===== config.mk =====
export PLATFORM = sky130hd
export DESIGN_NAME = rpn_cell
export DESIGN_NICKNAME = d
export VERILOG_FILES = /design/src/rtl/rpn_pkg.sv /design/src/rtl/rpn_cell.sv
export SDC_FILE = /design/constraint.sdc
export NUM_CORES = 1
export LEC_CHECK = 0
export ABC_CLOCK_PERIOD_IN_PS = 1600
export BUFFER_PORTS_ARGS = -buffer_cell sky130_fd_sc_hd__buf_2
export CORE_ASPECT_RATIO = 1.2
export CORE_MARGIN = 3
export CORE_UTILIZATION = 39
export DETAILED_ROUTE_END_ITERATION = 8
export GPL_TIMING_DRIVEN = 0
export PLACE_DENSITY_LB_ADDON = 0.2
export SYNTH_ARGS = -nofsm -noshare
export SYNTH_HDL_FRONTEND = slang
export SYNTH_SLANG_ARGS = --single-unit

===== constraint.sdc =====
create_clock -name clock -period 1.6 [get_ports clock]
set_input_delay 0.32 -clock clock [delete_from_list [all_inputs] [get_ports clock]]
set_output_delay 0.32 -clock clock [all_outputs]
set_load 0.1 [all_outputs]

===== src/rtl/rpn_pkg.sv =====
package rpn_pkg;

   localparam int STACK_DEPTH_DEFAULT = 64;
   localparam int WORD_W = 32;
   localparam int LIT_W = 30;
   localparam int DEPTH_W = 7;
   localparam int STATUS_W = 3;

   // command codes
   localparam logic [1:0] CMD_PUSH = 2'd0;
   localparam logic [1:0] CMD_OPER = 2'd1;
   localparam logic [1:0] CMD_POP = 2'd2;

   // operator characters
   localparam logic [7:0] OP_ADD = 8'h2B;
   localparam logic [7:0] OP_SUB = 8'h2D;
   localparam logic [7:0] OP_MUL = 8'h2A;
   localparam logic [7:0] OP_DIV = 8'h2F;

   // status codes
   localparam logic [STATUS_W-1:0] STAT_OK = 3'd0;
   localparam logic [STATUS_W-1:0] STAT_UNDER = 3'd1;
   localparam logic [STATUS_W-1:0] STAT_BADOP = 3'd2;
   localparam logic [STATUS_W-1:0] STAT_DIVZ = 3'd3;
   localparam logic [STATUS_W-1:0] STAT_FULL = 3'd4;

   typedef enum logic [1:0] {
      CELL_HOLD,
      CELL_TAKE_ABOVE,
      CELL_TAKE_BELOW,
      CELL_TAKE_RESULT
   } cell_mode_type;

   typedef enum logic [3:0] {
      S_IDLE = 4'b0001,
      S_MUL = 4'b0010,
      S_DIV = 4'b0100,
      S_FINISH = 4'b1000
   } state_type;

endpackage


===== src/rtl/rpn_cell.sv =====
module rpn_cell (
   input  logic                            clock,
   input  rpn_pkg::cell_mode_type          mode,
   input  logic [rpn_pkg::WORD_W-1:0]      above,
   input  logic [rpn_pkg::WORD_W-1:0]      below,
   input  logic [rpn_pkg::WORD_W-1:0]      result,
   output logic [rpn_pkg::WORD_W-1:0]      data
);
   import rpn_pkg::*;

   logic [WORD_W-1:0] data_ff;
   logic [WORD_W-1:0] data_in;

   always_comb begin
      case (mode)
         CELL_TAKE_ABOVE:  data_in = above;
         CELL_TAKE_BELOW:  data_in = below;
         CELL_TAKE_RESULT: data_in = result;
         default:          data_in = data_ff;
      endcase
   end

   always_ff @(posedge clock) begin
      data_ff <= data_in;
   end

   assign data = data_ff;

endmodule


### Word-level counts from Yosys, hierarchy flattened

Cells that the tools add are included.
Widths: inputs -> output; s select.

| cells by class | value |
|---|---|
| equality and inequality tests | 3 |
| multiplexer cells | 1 |
| reduce and logical (&&, ||, !) cells | 1 |

Operators by type and width:

| kind | count |
|---|---|
| $pmux 32 s3 | 1 |
| $eq 2x2->1 const B | 2 |
| $reduce_bool 3->1 | 1 |
| $eq 2x1->1 const B | 1 |

| storage, ports and cells | value |
|---|---|
| register bits after elaboration | 32 |
| bits of input ports | 99 |

### Depth between registers and ports, before layout

| logic depth | value |
|---|---|
| depth after elaboration | 2 |
| gate-level depth with buffers | 4 |
| depth with buffers taken out | 2 |

### Worst setup path before layout

No wires, ideal clock.

| timing | value |
|---|---|
| kind | input to register |
| start | in mode[0] |
| end | reg data_ff[0], in the netlist data[0], enable pin |
| data arrival time | 1.106 ns |
| slack | 0.165 ns |
| stages on the path | 3 |
| cells stage by stage | buf_6 buf_12 or2_2 |

| between the ends | value |
|---|---|
| cells in the longest elaborated chain, start to end | 2 |
| elaborated cells between the ends (all ways) | 4 |
| classes of those cells | 3 x eq/ne; 1 x reduce/logical |

Ends and longest elaborated chain:

| item | line | source |
|---|---|---|
| from (decl) | rpn_cell.sv:3 | `input rpn_pkg::cell_mode_type mode,` |
| $eq 2x2->1 / $eq 2x1->1 (equally long branches) | rpn_cell.sv:15 | `case (mode)` |
| $reduce_bool 3->1 (no source line) (*) | -- |  |
| to (signal assigned) | rpn_cell.sv:24 | `data_ff <= data_in;` |
| to (decl) | rpn_cell.sv:11 | `logic [WORD_W-1:0] data_ff;` |

Mark *: on every way between the ends. The rest lies on a longest branch, timed or not.
A chain may end at the register's enable or synchronous reset.

### Worst setup path in the final report

| timing | value |
|---|---|
| start | reg data_ff[4], in the netlist data[4] |
| end | out data[4] in the netlist's numbering |

RTL lines:

| item | line | source |
|---|---|---|
| to (decl) | rpn_cell.sv:7 | `output logic [rpn_pkg::WORD_W-1:0] data` |

No word-level cell between the ends.

==> flow_summary.toml <==
[outcome]
outcome = "completed"

[timing]
drv_slew = 0
worstMarginPinSlew_ns = 0.742
fin_crit_sh_pct = 84.7
grt_setup_unrepaired = "no"
fmax_ghz = 0.738
slew-limit-headroom_pct = 50.5
hold_viol = 0
finalCriticalPeriod_ns = 1.36
setup_viol = 0
fin_ws_ns = 0.245

[worst_setup_path]
slowest_stage = "buf_2"
cp_top_family = "buffers and inverters"
critPathArrivalTime_ns = 1.04
critPathLaunchType = "flop"
startpoint = "data[4]$_DFFE_PP_"
crit_buf_inv = 1
crit_path_max_incr_delay_ns = 0.43
path_max_fanout = 1
cp.required_ns = 1.28
path_class = "reg2out"
end_kind = "output port"
crit_chain = "buf_2"

[cells_and_area]
diodes = 0
syn_to_final_growth_pct = 47.0
largest_register_ffs = 32
fin_nets = 374
drive_gt1_share_pct = 52.0
finish.utilization_pct = 60.9
fin_cells = 329
fill_cells = 378

[routing]
final_antenna_net_count = 0
drcViolationCount = 0
wire_per_inst_um = 13.1
routed_wl_um = 4330
vias = 1524
detail_route.iter0.violations = 34
first_pass_iters = 4
viasPerCell = 4.63

[pwr]
p_leak_uw = 0.00122
peakVddDrop_v = 0.000492
powerDensity_nw_per_um2 = 1120

[place]
post-place-ws_ns = -0.0333
gp_congestion = 0.741
dp_cells = 322
dp_hpwl_um = 3330
port-buffer-count = 128

[clock_tree]
clkTransAtPathRegs_ns = 0.06
cts_max_level = 2
cts_buffers = 5
cts.path.max_buffers = 2
cts_sinks = 32
cts_hold_buf = 0
cts_tree = "built"
cts_root_buf = "clkbuf_8"
postCtsSetupBuffers = 0
cts.repair.resized = 0

[run]
max_cap_viol_count = 0

[floorplanning]
dieArea_um2 = 5110
fp.dieH_um = 77.7
fp-row-count = 25
core_um2 = 4040
ios = 131
die_w_um = 65.8
start_util_pct = 41.5

[worst_hold_path]
hold_class = "in2reg"
min_from = "above[29]"

[global_route]
grt_pass1_wl_um = 6620
grt_start_max_net_pins = 33
grt_pass1_vias = 1475
antenna_found_initial = 0
track_usage_pct = 16.9
grt_overflow = 0

[logic_synthesis]
synth_area_um2 = 1670
syn_nets = 239
synth-seq-cells = 32
yosysUniqueCellTypes = 10
yosysSeqAreaShare_pct = 57.4
synth_area_per_cell_um2 = 11.9
yosys_warnings = 0
syn_inst = 140
==> per-stage QoR <==
stage	TNS [ns]	hold slack [ns]	total power [uW]	area [um^2]
3_5_place_dp	-1.05	0.646	2200	2380
2_1_floorplan	0	0.550	1970	1670
3_3_place_gp	-0.879	0.638	2190	2380
6_report	0	0.362	2750	2460
4_1_cts	0	0.353	2780	2460
5_1_grt	0	0.357	2860	2460
==> area by class of cell <==
type / instances / area, um^2 / area share (%)
Tap cell: 54 / 67.6 / 2.75
Clock buffer: 6 / 72.6 / 2.95
Buffer: 11 / 105 / 4.27
Sequential cell: 32 / 961 / 39.1
Timing Repair Buffer: 128 / 641 / 26.1
Multi-Input combinational cell: 97 / 607 / 24.7
Clock inverter: 1 / 5.00 / 0.204
==> routing by layer <==
| layer | track usage [%] | up-vias | share of wire (%) | wire, um |
|---|---|---|---|---|
| met1 | 17.2 | 650 | 35 | 1530 |
| met5 | 0 | - | 0 | 0 |
| li1 | - | 779 | - | - |
| met2 | 30.3 | 87 | 50 | 2160 |
| met4 | 6.22 | 0 | 1.4 | 61 |
| met3 | 6.95 | 8 | 13 | 573 |
==> placed cells by master (no fill, tap or decap) <==
master and instances:
a21oi_1 32, clkinv_2 1, buf_6 1, buf_2 131, buf_4 1, mux2i_1 32
buf_12 3, or2_2 1, clkbuf_1 4, edfxtp_1 32, nor2_1 32, clkbuf_8 5
==> worst paths after layout <==
check                       endpoint  slack (ns)  cells after the start
setup / recovery             data[4]        0.24                      1
hold / removal    data[29]$_DFFE_PP_        0.36                      3
==> power by group <==
group,internal (uW),switching (uW)
clock network,295,274
registers,1040,19.6
logic,233,888
==> tightest hold or removal path, stage by stage <==
cell,delay (ns)
buf_2,0.07
nor2_1,0.03
a21oi_1,0.09
==> cell families (layout without fill, tap and decap cells) <==
family | count (synthesis) | in the layout | synth area share (%)
muxes | 32 | 32 | 19.1
buffers and inverters | 11 | 146 | 6.28
DFF | 32 | 32 | 57.4
AOI/OAI and AO/OA | 32 | 32 | 9.57
and+or+nand+nor | 33 | 33 | 7.55
==> synthesized netlist by cell type <==
library cell  instances  area [um^2]
edfxtp_1             32          961
buf_6                 1         11.3
nor2_1               32          120
buf_2                 3         15.0
clkbuf_1              3         11.3
buf_12                3         60.1
or2_2                 1         6.26
a21oi_1              32          160
buf_4                 1         7.51
mux2i_1              32          320
Power figures use the tool's default switching activity.
