==> src/rtl/rpn_pkg.sv <==
package rpn_pkg;

   localparam int STACK_DEPTH_DEFAULT = 64;
   localparam int WORD_W = 32;
   localparam int LIT_W = 30;
   localparam int DEPTH_W = 7;
   localparam int STATUS_W = 3;

   // command codes
   localparam logic [1:0] CMD_PUSH = 2'd0;
   localparam logic [1:0] CMD_OPER = 2'd1;
   localparam logic [1:0] CMD_POP = 2'd2;

   // operator characters
   localparam logic [7:0] OP_ADD = 8'h2B;
   localparam logic [7:0] OP_SUB = 8'h2D;
   localparam logic [7:0] OP_MUL = 8'h2A;
   localparam logic [7:0] OP_DIV = 8'h2F;

   // status codes
   localparam logic [STATUS_W-1:0] STAT_OK = 3'd0;
   localparam logic [STATUS_W-1:0] STAT_UNDER = 3'd1;
   localparam logic [STATUS_W-1:0] STAT_BADOP = 3'd2;
   localparam logic [STATUS_W-1:0] STAT_DIVZ = 3'd3;
   localparam logic [STATUS_W-1:0] STAT_FULL = 3'd4;

   typedef enum logic [1:0] {
      CELL_HOLD,
      CELL_TAKE_ABOVE,
      CELL_TAKE_BELOW,
      CELL_TAKE_RESULT
   } cell_mode_type;

   typedef enum logic [3:0] {
      S_IDLE = 4'b0001,
      S_MUL = 4'b0010,
      S_DIV = 4'b0100,
      S_FINISH = 4'b1000
   } state_type;

endpackage

==> src/rtl/rpn_div.sv <==
module rpn_div (
   input  logic                            clock,
   input  logic                            reset,
   input  logic                            start,
   input  logic [rpn_pkg::WORD_W-1:0]      dividend,
   input  logic [rpn_pkg::WORD_W-1:0]      divisor,
   output logic                            done,
   output logic [rpn_pkg::WORD_W-1:0]      quotient
);
   import rpn_pkg::*;

   localparam int STEPS = WORD_W;
   localparam int STEP_W = $clog2(STEPS);

   logic                busy_ff, busy_in;
   logic                done_ff, done_in;
   logic [STEP_W-1:0]   step_ff, step_in;
   logic [WORD_W-1:0]   rem_ff, rem_in;
   logic [WORD_W-1:0]   quo_ff, quo_in;
   logic [WORD_W-1:0]   dsr_ff, dsr_in;
   logic                neg_ff, neg_in;
   logic [WORD_W:0]     trial;

   // one quotient bit per cycle on magnitudes, restoring
   assign trial = {rem_ff, quo_ff[WORD_W-1]} - {1'b0, dsr_ff};

   always_comb begin
      busy_in = busy_ff;
      done_in = 1'b0;
      step_in = step_ff;
      rem_in = rem_ff;
      quo_in = quo_ff;
      dsr_in = dsr_ff;
      neg_in = neg_ff;
      if (start) begin
         busy_in = 1'b1;
         step_in = '0;
         rem_in = '0;
         quo_in = dividend[WORD_W-1] ? (WORD_W'(0) - dividend) : dividend;
         dsr_in = divisor[WORD_W-1] ? (WORD_W'(0) - divisor) : divisor;
         neg_in = dividend[WORD_W-1] ^ divisor[WORD_W-1];
      end else if (busy_ff) begin
         if (!trial[WORD_W]) begin
            rem_in = trial[WORD_W-1:0];
            quo_in = {quo_ff[WORD_W-2:0], 1'b1};
         end else begin
            rem_in = {rem_ff[WORD_W-2:0], quo_ff[WORD_W-1]};
            quo_in = {quo_ff[WORD_W-2:0], 1'b0};
         end
         step_in = step_ff + 1'b1;
         if (step_ff == STEP_W'(STEPS - 1)) begin
            busy_in = 1'b0;
            done_in = 1'b1;
         end
      end
   end

   always_ff @(posedge clock) begin
      if (reset) begin
         busy_ff <= 1'b0;
         done_ff <= 1'b0;
         step_ff <= '0;
      end else begin
         busy_ff <= busy_in;
         done_ff <= done_in;
         step_ff <= step_in;
      end
      rem_ff <= rem_in;
      quo_ff <= quo_in;
      dsr_ff <= dsr_in;
      neg_ff <= neg_in;
   end

   assign done = done_ff;
   assign quotient = neg_ff ? (WORD_W'(0) - quo_ff) : quo_ff;

endmodule

==> config.mk <==
export PLATFORM = sky130hd
export DESIGN_NAME = rpn_div
export DESIGN_NICKNAME = d
export VERILOG_FILES = /design/src/rtl/rpn_pkg.sv /design/src/rtl/rpn_div.sv
export SDC_FILE = /design/constraint.sdc
export NUM_CORES = 1
export LEC_CHECK = 0
export ABC_AREA = 1
export BUFFER_PORTS_ARGS = -buffer_cell sky130_fd_sc_hd__buf_4
export CORE_UTILIZATION = 65
export DETAILED_ROUTE_END_ITERATION = 8
export GPL_TIMING_DRIVEN = 1
export PLACE_DENSITY = 0.95
export SLEW_MARGIN = 10
export SYNTH_ARGS = -nofsm -noshare
export SYNTH_HDL_FRONTEND = slang
export SYNTH_SLANG_ARGS = --single-unit
==> constraint.sdc <==
create_clock -name clock -period 6.15 [get_ports clock]
set_clock_uncertainty 0.2 [all_clocks]
set_input_delay 1.23 -clock clock [delete_from_list [all_inputs] [get_ports clock]]
set_output_delay 1.23 -clock clock [all_outputs]
set_load 0.005 [all_outputs]
# Word level (Yosys, flattened, before mapping)
# Cells that the tools add are included.
[totals] ff_bits=104 output_inout_bits=33 elab_cells=30
[classes] add_sub_neg=5 n_eq_ne=1 n_mux=11 bitwise_logic=2 reduce_logical=3
[op_table] op="2-to-1 mux 32 bit" n=5
[op_table] op="subtractor 1 x 32 -> 32 bit (first input constant)" n=3
[op_table] op="subtractor 33 x 32 -> 33 bit" n=1
[op_table] op="2-to-1 mux 31 bit" n=1
[op_table] op="adder 5 x 1 -> 5 bit (second input constant)" n=1
[op_table] op="== test 5 bit (second input constant)" n=1
[op_table] op="2-to-1 mux 1 bit" n=5
[op_table] op="OR reduction 3 bit" n=1
[op_table] op="nonzero test 2 bit" n=1
[op_table] op="OR reduction 2 bit" n=1
[op_table] op="NOT 1 bit" n=1
[op_table] op="bitwise XOR 1 bit" n=1

# Logic depth before layout (Yosys ltp)
[depth] depth_word=4 ltp_mapped=19

# Least setup slack after synthesis
# Ideal clock, no wire load.
[synth_timing] path_type="reg2out" startpoint="register quo_ff[0]" endpoint="output quotient[20] in the netlist's numbering" t_arrival_ps=1837 path_slack_ps=2883 stages_incl_launch_ff=11 path_buffers=0 path_cell_list="edfxtp_1 inv_1 ha_1 nand2_1 nor3_2 nand2_1 nor2_1 nand2_1 or2_2 o21ai_0 xor2_1"
[synth_between] elab_chain_cells=2
[synth_lines] item="start: declaration" line_no="rpn_div.sv:19" source="logic [WORD_W-1:0] quo_ff, quo_in;"
[synth_lines] item="start signal: assignment" line_no="rpn_div.sv:69" source="quo_ff <= quo_in;"
[synth_lines] item="subtractor 1 x 32 -> 32 bit" line_no="rpn_div.sv:75" source="assign quotient = neg_ff ? (WORD_W'(0) - quo_ff) : quo_ff;"
[synth_lines] item="2-to-1 mux 32 bit" line_no="rpn_div.sv:75"
[synth_lines] item="end: declaration" line_no="rpn_div.sv:8" source="output logic [rpn_pkg::WORD_W-1:0] quotient"
# No other way between the ends.

# Worst setup path after layout
[layout_timing] startpoint="register quo_ff[0]" endpoint="output quotient[18] in the netlist's numbering"
# The elaborated chain is that of the path after synthesis.

==> flow_summary.yaml <==
outcome:
  outcome: "finished, violations left"
  violations: "DRC"
sta:
  setup_viol: 0
  min_period_ns: 4.04
  hold_viol: 0
  post-route-period-util_pct: 65.7
  rsz0062_at_grt: "no"
  relSlewSlack_pct: 21.0
  fmax_ghz: 0.248
  tightestPinTransition_ns: 1.18
  tns_ns: 0
  fin_ws_ns: 2.11
  slew_violations: 0
synth:
  synthesis.instances: 1478
  ys_seq_elements: 104
  synthDistinctLibCells: 35
  yosysWarnings: 0
  synth_ff_type: "edfxtp_1"
  synth-edff-count: 65
  syn-cell-area_mm2: 0.00918
  syn_avg_cell_area_um2: 6.21
  yosys-top-cells-count: "nand2_1 (508), inv_1 (291), nor2_1 (125)"
  seq_area_frac_synth_pct: 29.8
  async_flop_share_pct: 0
  synth_largest_area_cell: "edfxtp_1"
  synth_nets: 1583
  synthTopCellsByArea: "edfxtp_1 (21%), nand2_1 (21%), inv_1 (12%), dfxtp_1 (8.5%), xor2_1 (6.5%)"
  synth_top_cell_area_share_pct: 21.3
  synth_most_common_cell: "nand2_1"
power_and_ir_drop:
  power.switching_w: 0.000611
  cell_internal_pwr_w: 0.00132
  power_density_mw_per_mm2: 187
  leakage_nw: 5.52
  vdd_drop_max_mv: 0.140
  pwr-share-clk_pct: 30.6
  p_seq_share_pct: 43.5
  swShare_pct: 31.6
  power_frac_comb_pct: 25.9
cts:
  cts_buffers: 9
  clock-sinks: 104
  clockBufferDepth: 2
  cts_tree: "built"
  cts_setup_buffers: 0
  clockRootBuffer: "clkbuf_16"
  cts_resized: 0
  clk_pin_slew_ns: 0.07
  htree_levels: 3
  cts_hold_buf: 0
  insertion_delay_ns: 0.36
cells_and_area:
  area.sequential_mm2: 0.00273
  drive_gt1_share_pct: 8.56
  area_growth_pct: 12.6
  finish.net_count: 1666
  multi_input_area_mm2: 0.00521
  diodes: 0
  fillers: 1063
place:
  dpl.hpwl_um: 19100
  portBuffers: 99
  preCtsSetupSlack_ns: 2.54
  place_congestion: 0.978
floorplanning:
  die_x_um: 121
  die_h_um: 121
  core_area_mm2: 0.0138
  start_util_pct: 66.4
  row_count: 43
  io_pins: 100
  die-area_mm2: 0.0146
setup_path:
  crit_path_end_kind: "primary output"
  worst_setup_path_start_kind: "flip-flop"
  crit_fanout: 4
  arrival_ns: 2.61
  path_class: "flip-flop to primary output"
  r2r_cells: 17
  worstPathRequired_ns: 4.72
  reg2reg_slack_ns: 2.50
routing:
  postRouteAntennaNets: 0
  drt_iter0_drc: 1063
  drc_errors: 2
  routed_via_density: 5.54
  drtPass1Iterations: 8
  wire_per_inst_um: 14.3
  wl_um: 25100
  vias: 9666
grt:
  grt_usage_pct: 35.6
  grt_max_degree: 56
  grt_pass1_wl_um: 40800
  grt_pass1_vias: 9035
  grt_overflow: 0
  antenna_found_initial: 1
hold_path:
  min_path_type: "flip-flop to flip-flop"
  min_path_cells: 2
flow_run:
  cap_violations: 0
placed cells by master (no fill, tap or decap), types with 3 or more instances in the layout:
master	count
nand2_1	508
inv_1	291
nor2_1	123
buf_4	103
nand3_1	102
xor2_1	68
edfxtp_1	65
o21ai_0	63
dfxtp_1	39
ha_1	37
nor3_1	31
a21oi_1	28
xnor2_1	24
nand4_1	21
clkbuf_16	9
or2_2	8
and2_1	6
a31oi_1	5
nor4_1	5
nor2_2	4
nand2_2	3
a21o_1	3
clkbuf_1	3
layout make-up:
class | instances | share of cell area [%]
clock buffer | 12 | 2.29
tap | 180 | 2.18
inverter | 292 | 10.6
sequential | 104 | 26.5
clock inverter | 4 | 0.521
multi-input combinational | 1051 | 50.5
timing repair buffer | 103 | 7.49
layer usage:
metal	routed length [um]	track usage [%]	up-vias
li1	-	-	4731
met2	11800	60.2	514
met3	2290	6.84	100
met5	0	0	-
met4	981	17.1	0
met1	9980	43.5	4321
stage by stage:
stage          total power (W)  std cells  area, um^2  utilization [%]  hold slack, ns
3_3_place_gp           0.00132       1730       10000             72.6           0.255
3_5_place_dp           0.00134       1730       10000             72.6           0.265
5_1_grt                0.00202       1746       10300             74.7           0.304
2_1_floorplan          0.00113       1478        9180                -           0.243
6_report               0.00193       1746       10300             74.7           0.273
4_1_cts                0.00193       1746       10300             74.7           0.277
flip-flops by register name, indices dropped and copies added, names as in the netlist:
name	flops
dsr_ff	32
quo_ff	32
neg_ff	1
busy_ff	1
step_ff	5
done	1
rem_ff	32
cell families after synthesis:
logic type,share of synthesized area (%)
buffers and inverters,13.5
adders and majority gates,5.26
and+or+nand+nor,36.8
xor gates and xnor gates,8.78
DFF,29.8
AOI/OAI and AO/OA,5.89
power groups by stage:
stage	registers, W	logic, W	clock network [W]
final	0.000842	0.000501	0.000591
after global routing	0.000848	0.000551	0.000620
after CTS	0.000841	0.000492	0.000593
after detailed placement	0.000856	0.000486	0
after global placement	0.000853	0.000472	0
after floorplan	0.000842	0.000291	0
path summary, 6_finish.rpt:
check	start	endpoint
max	quo_ff[0]	quotient[18]
min	step_ff[4]	step_ff[4]
max reg2reg	quo_ff[31]	rem_ff[21]
min reg2reg	step_ff[4]	step_ff[4]
critical path, cell delays in order (launching register included):
cell and delay [ns]:
edfxtp_1 0.39, inv_1 0.12, ha_1 0.18, nand2_1 0.08, nor3_2 0.21, nand2_1 0.11, nor2_1 0.19, nand2_1 0.12
or2_2 0.32, o21ai_0 0.22, xor2_1 0.17, buf_4 0.13
(Power assumes the default switching activity.)
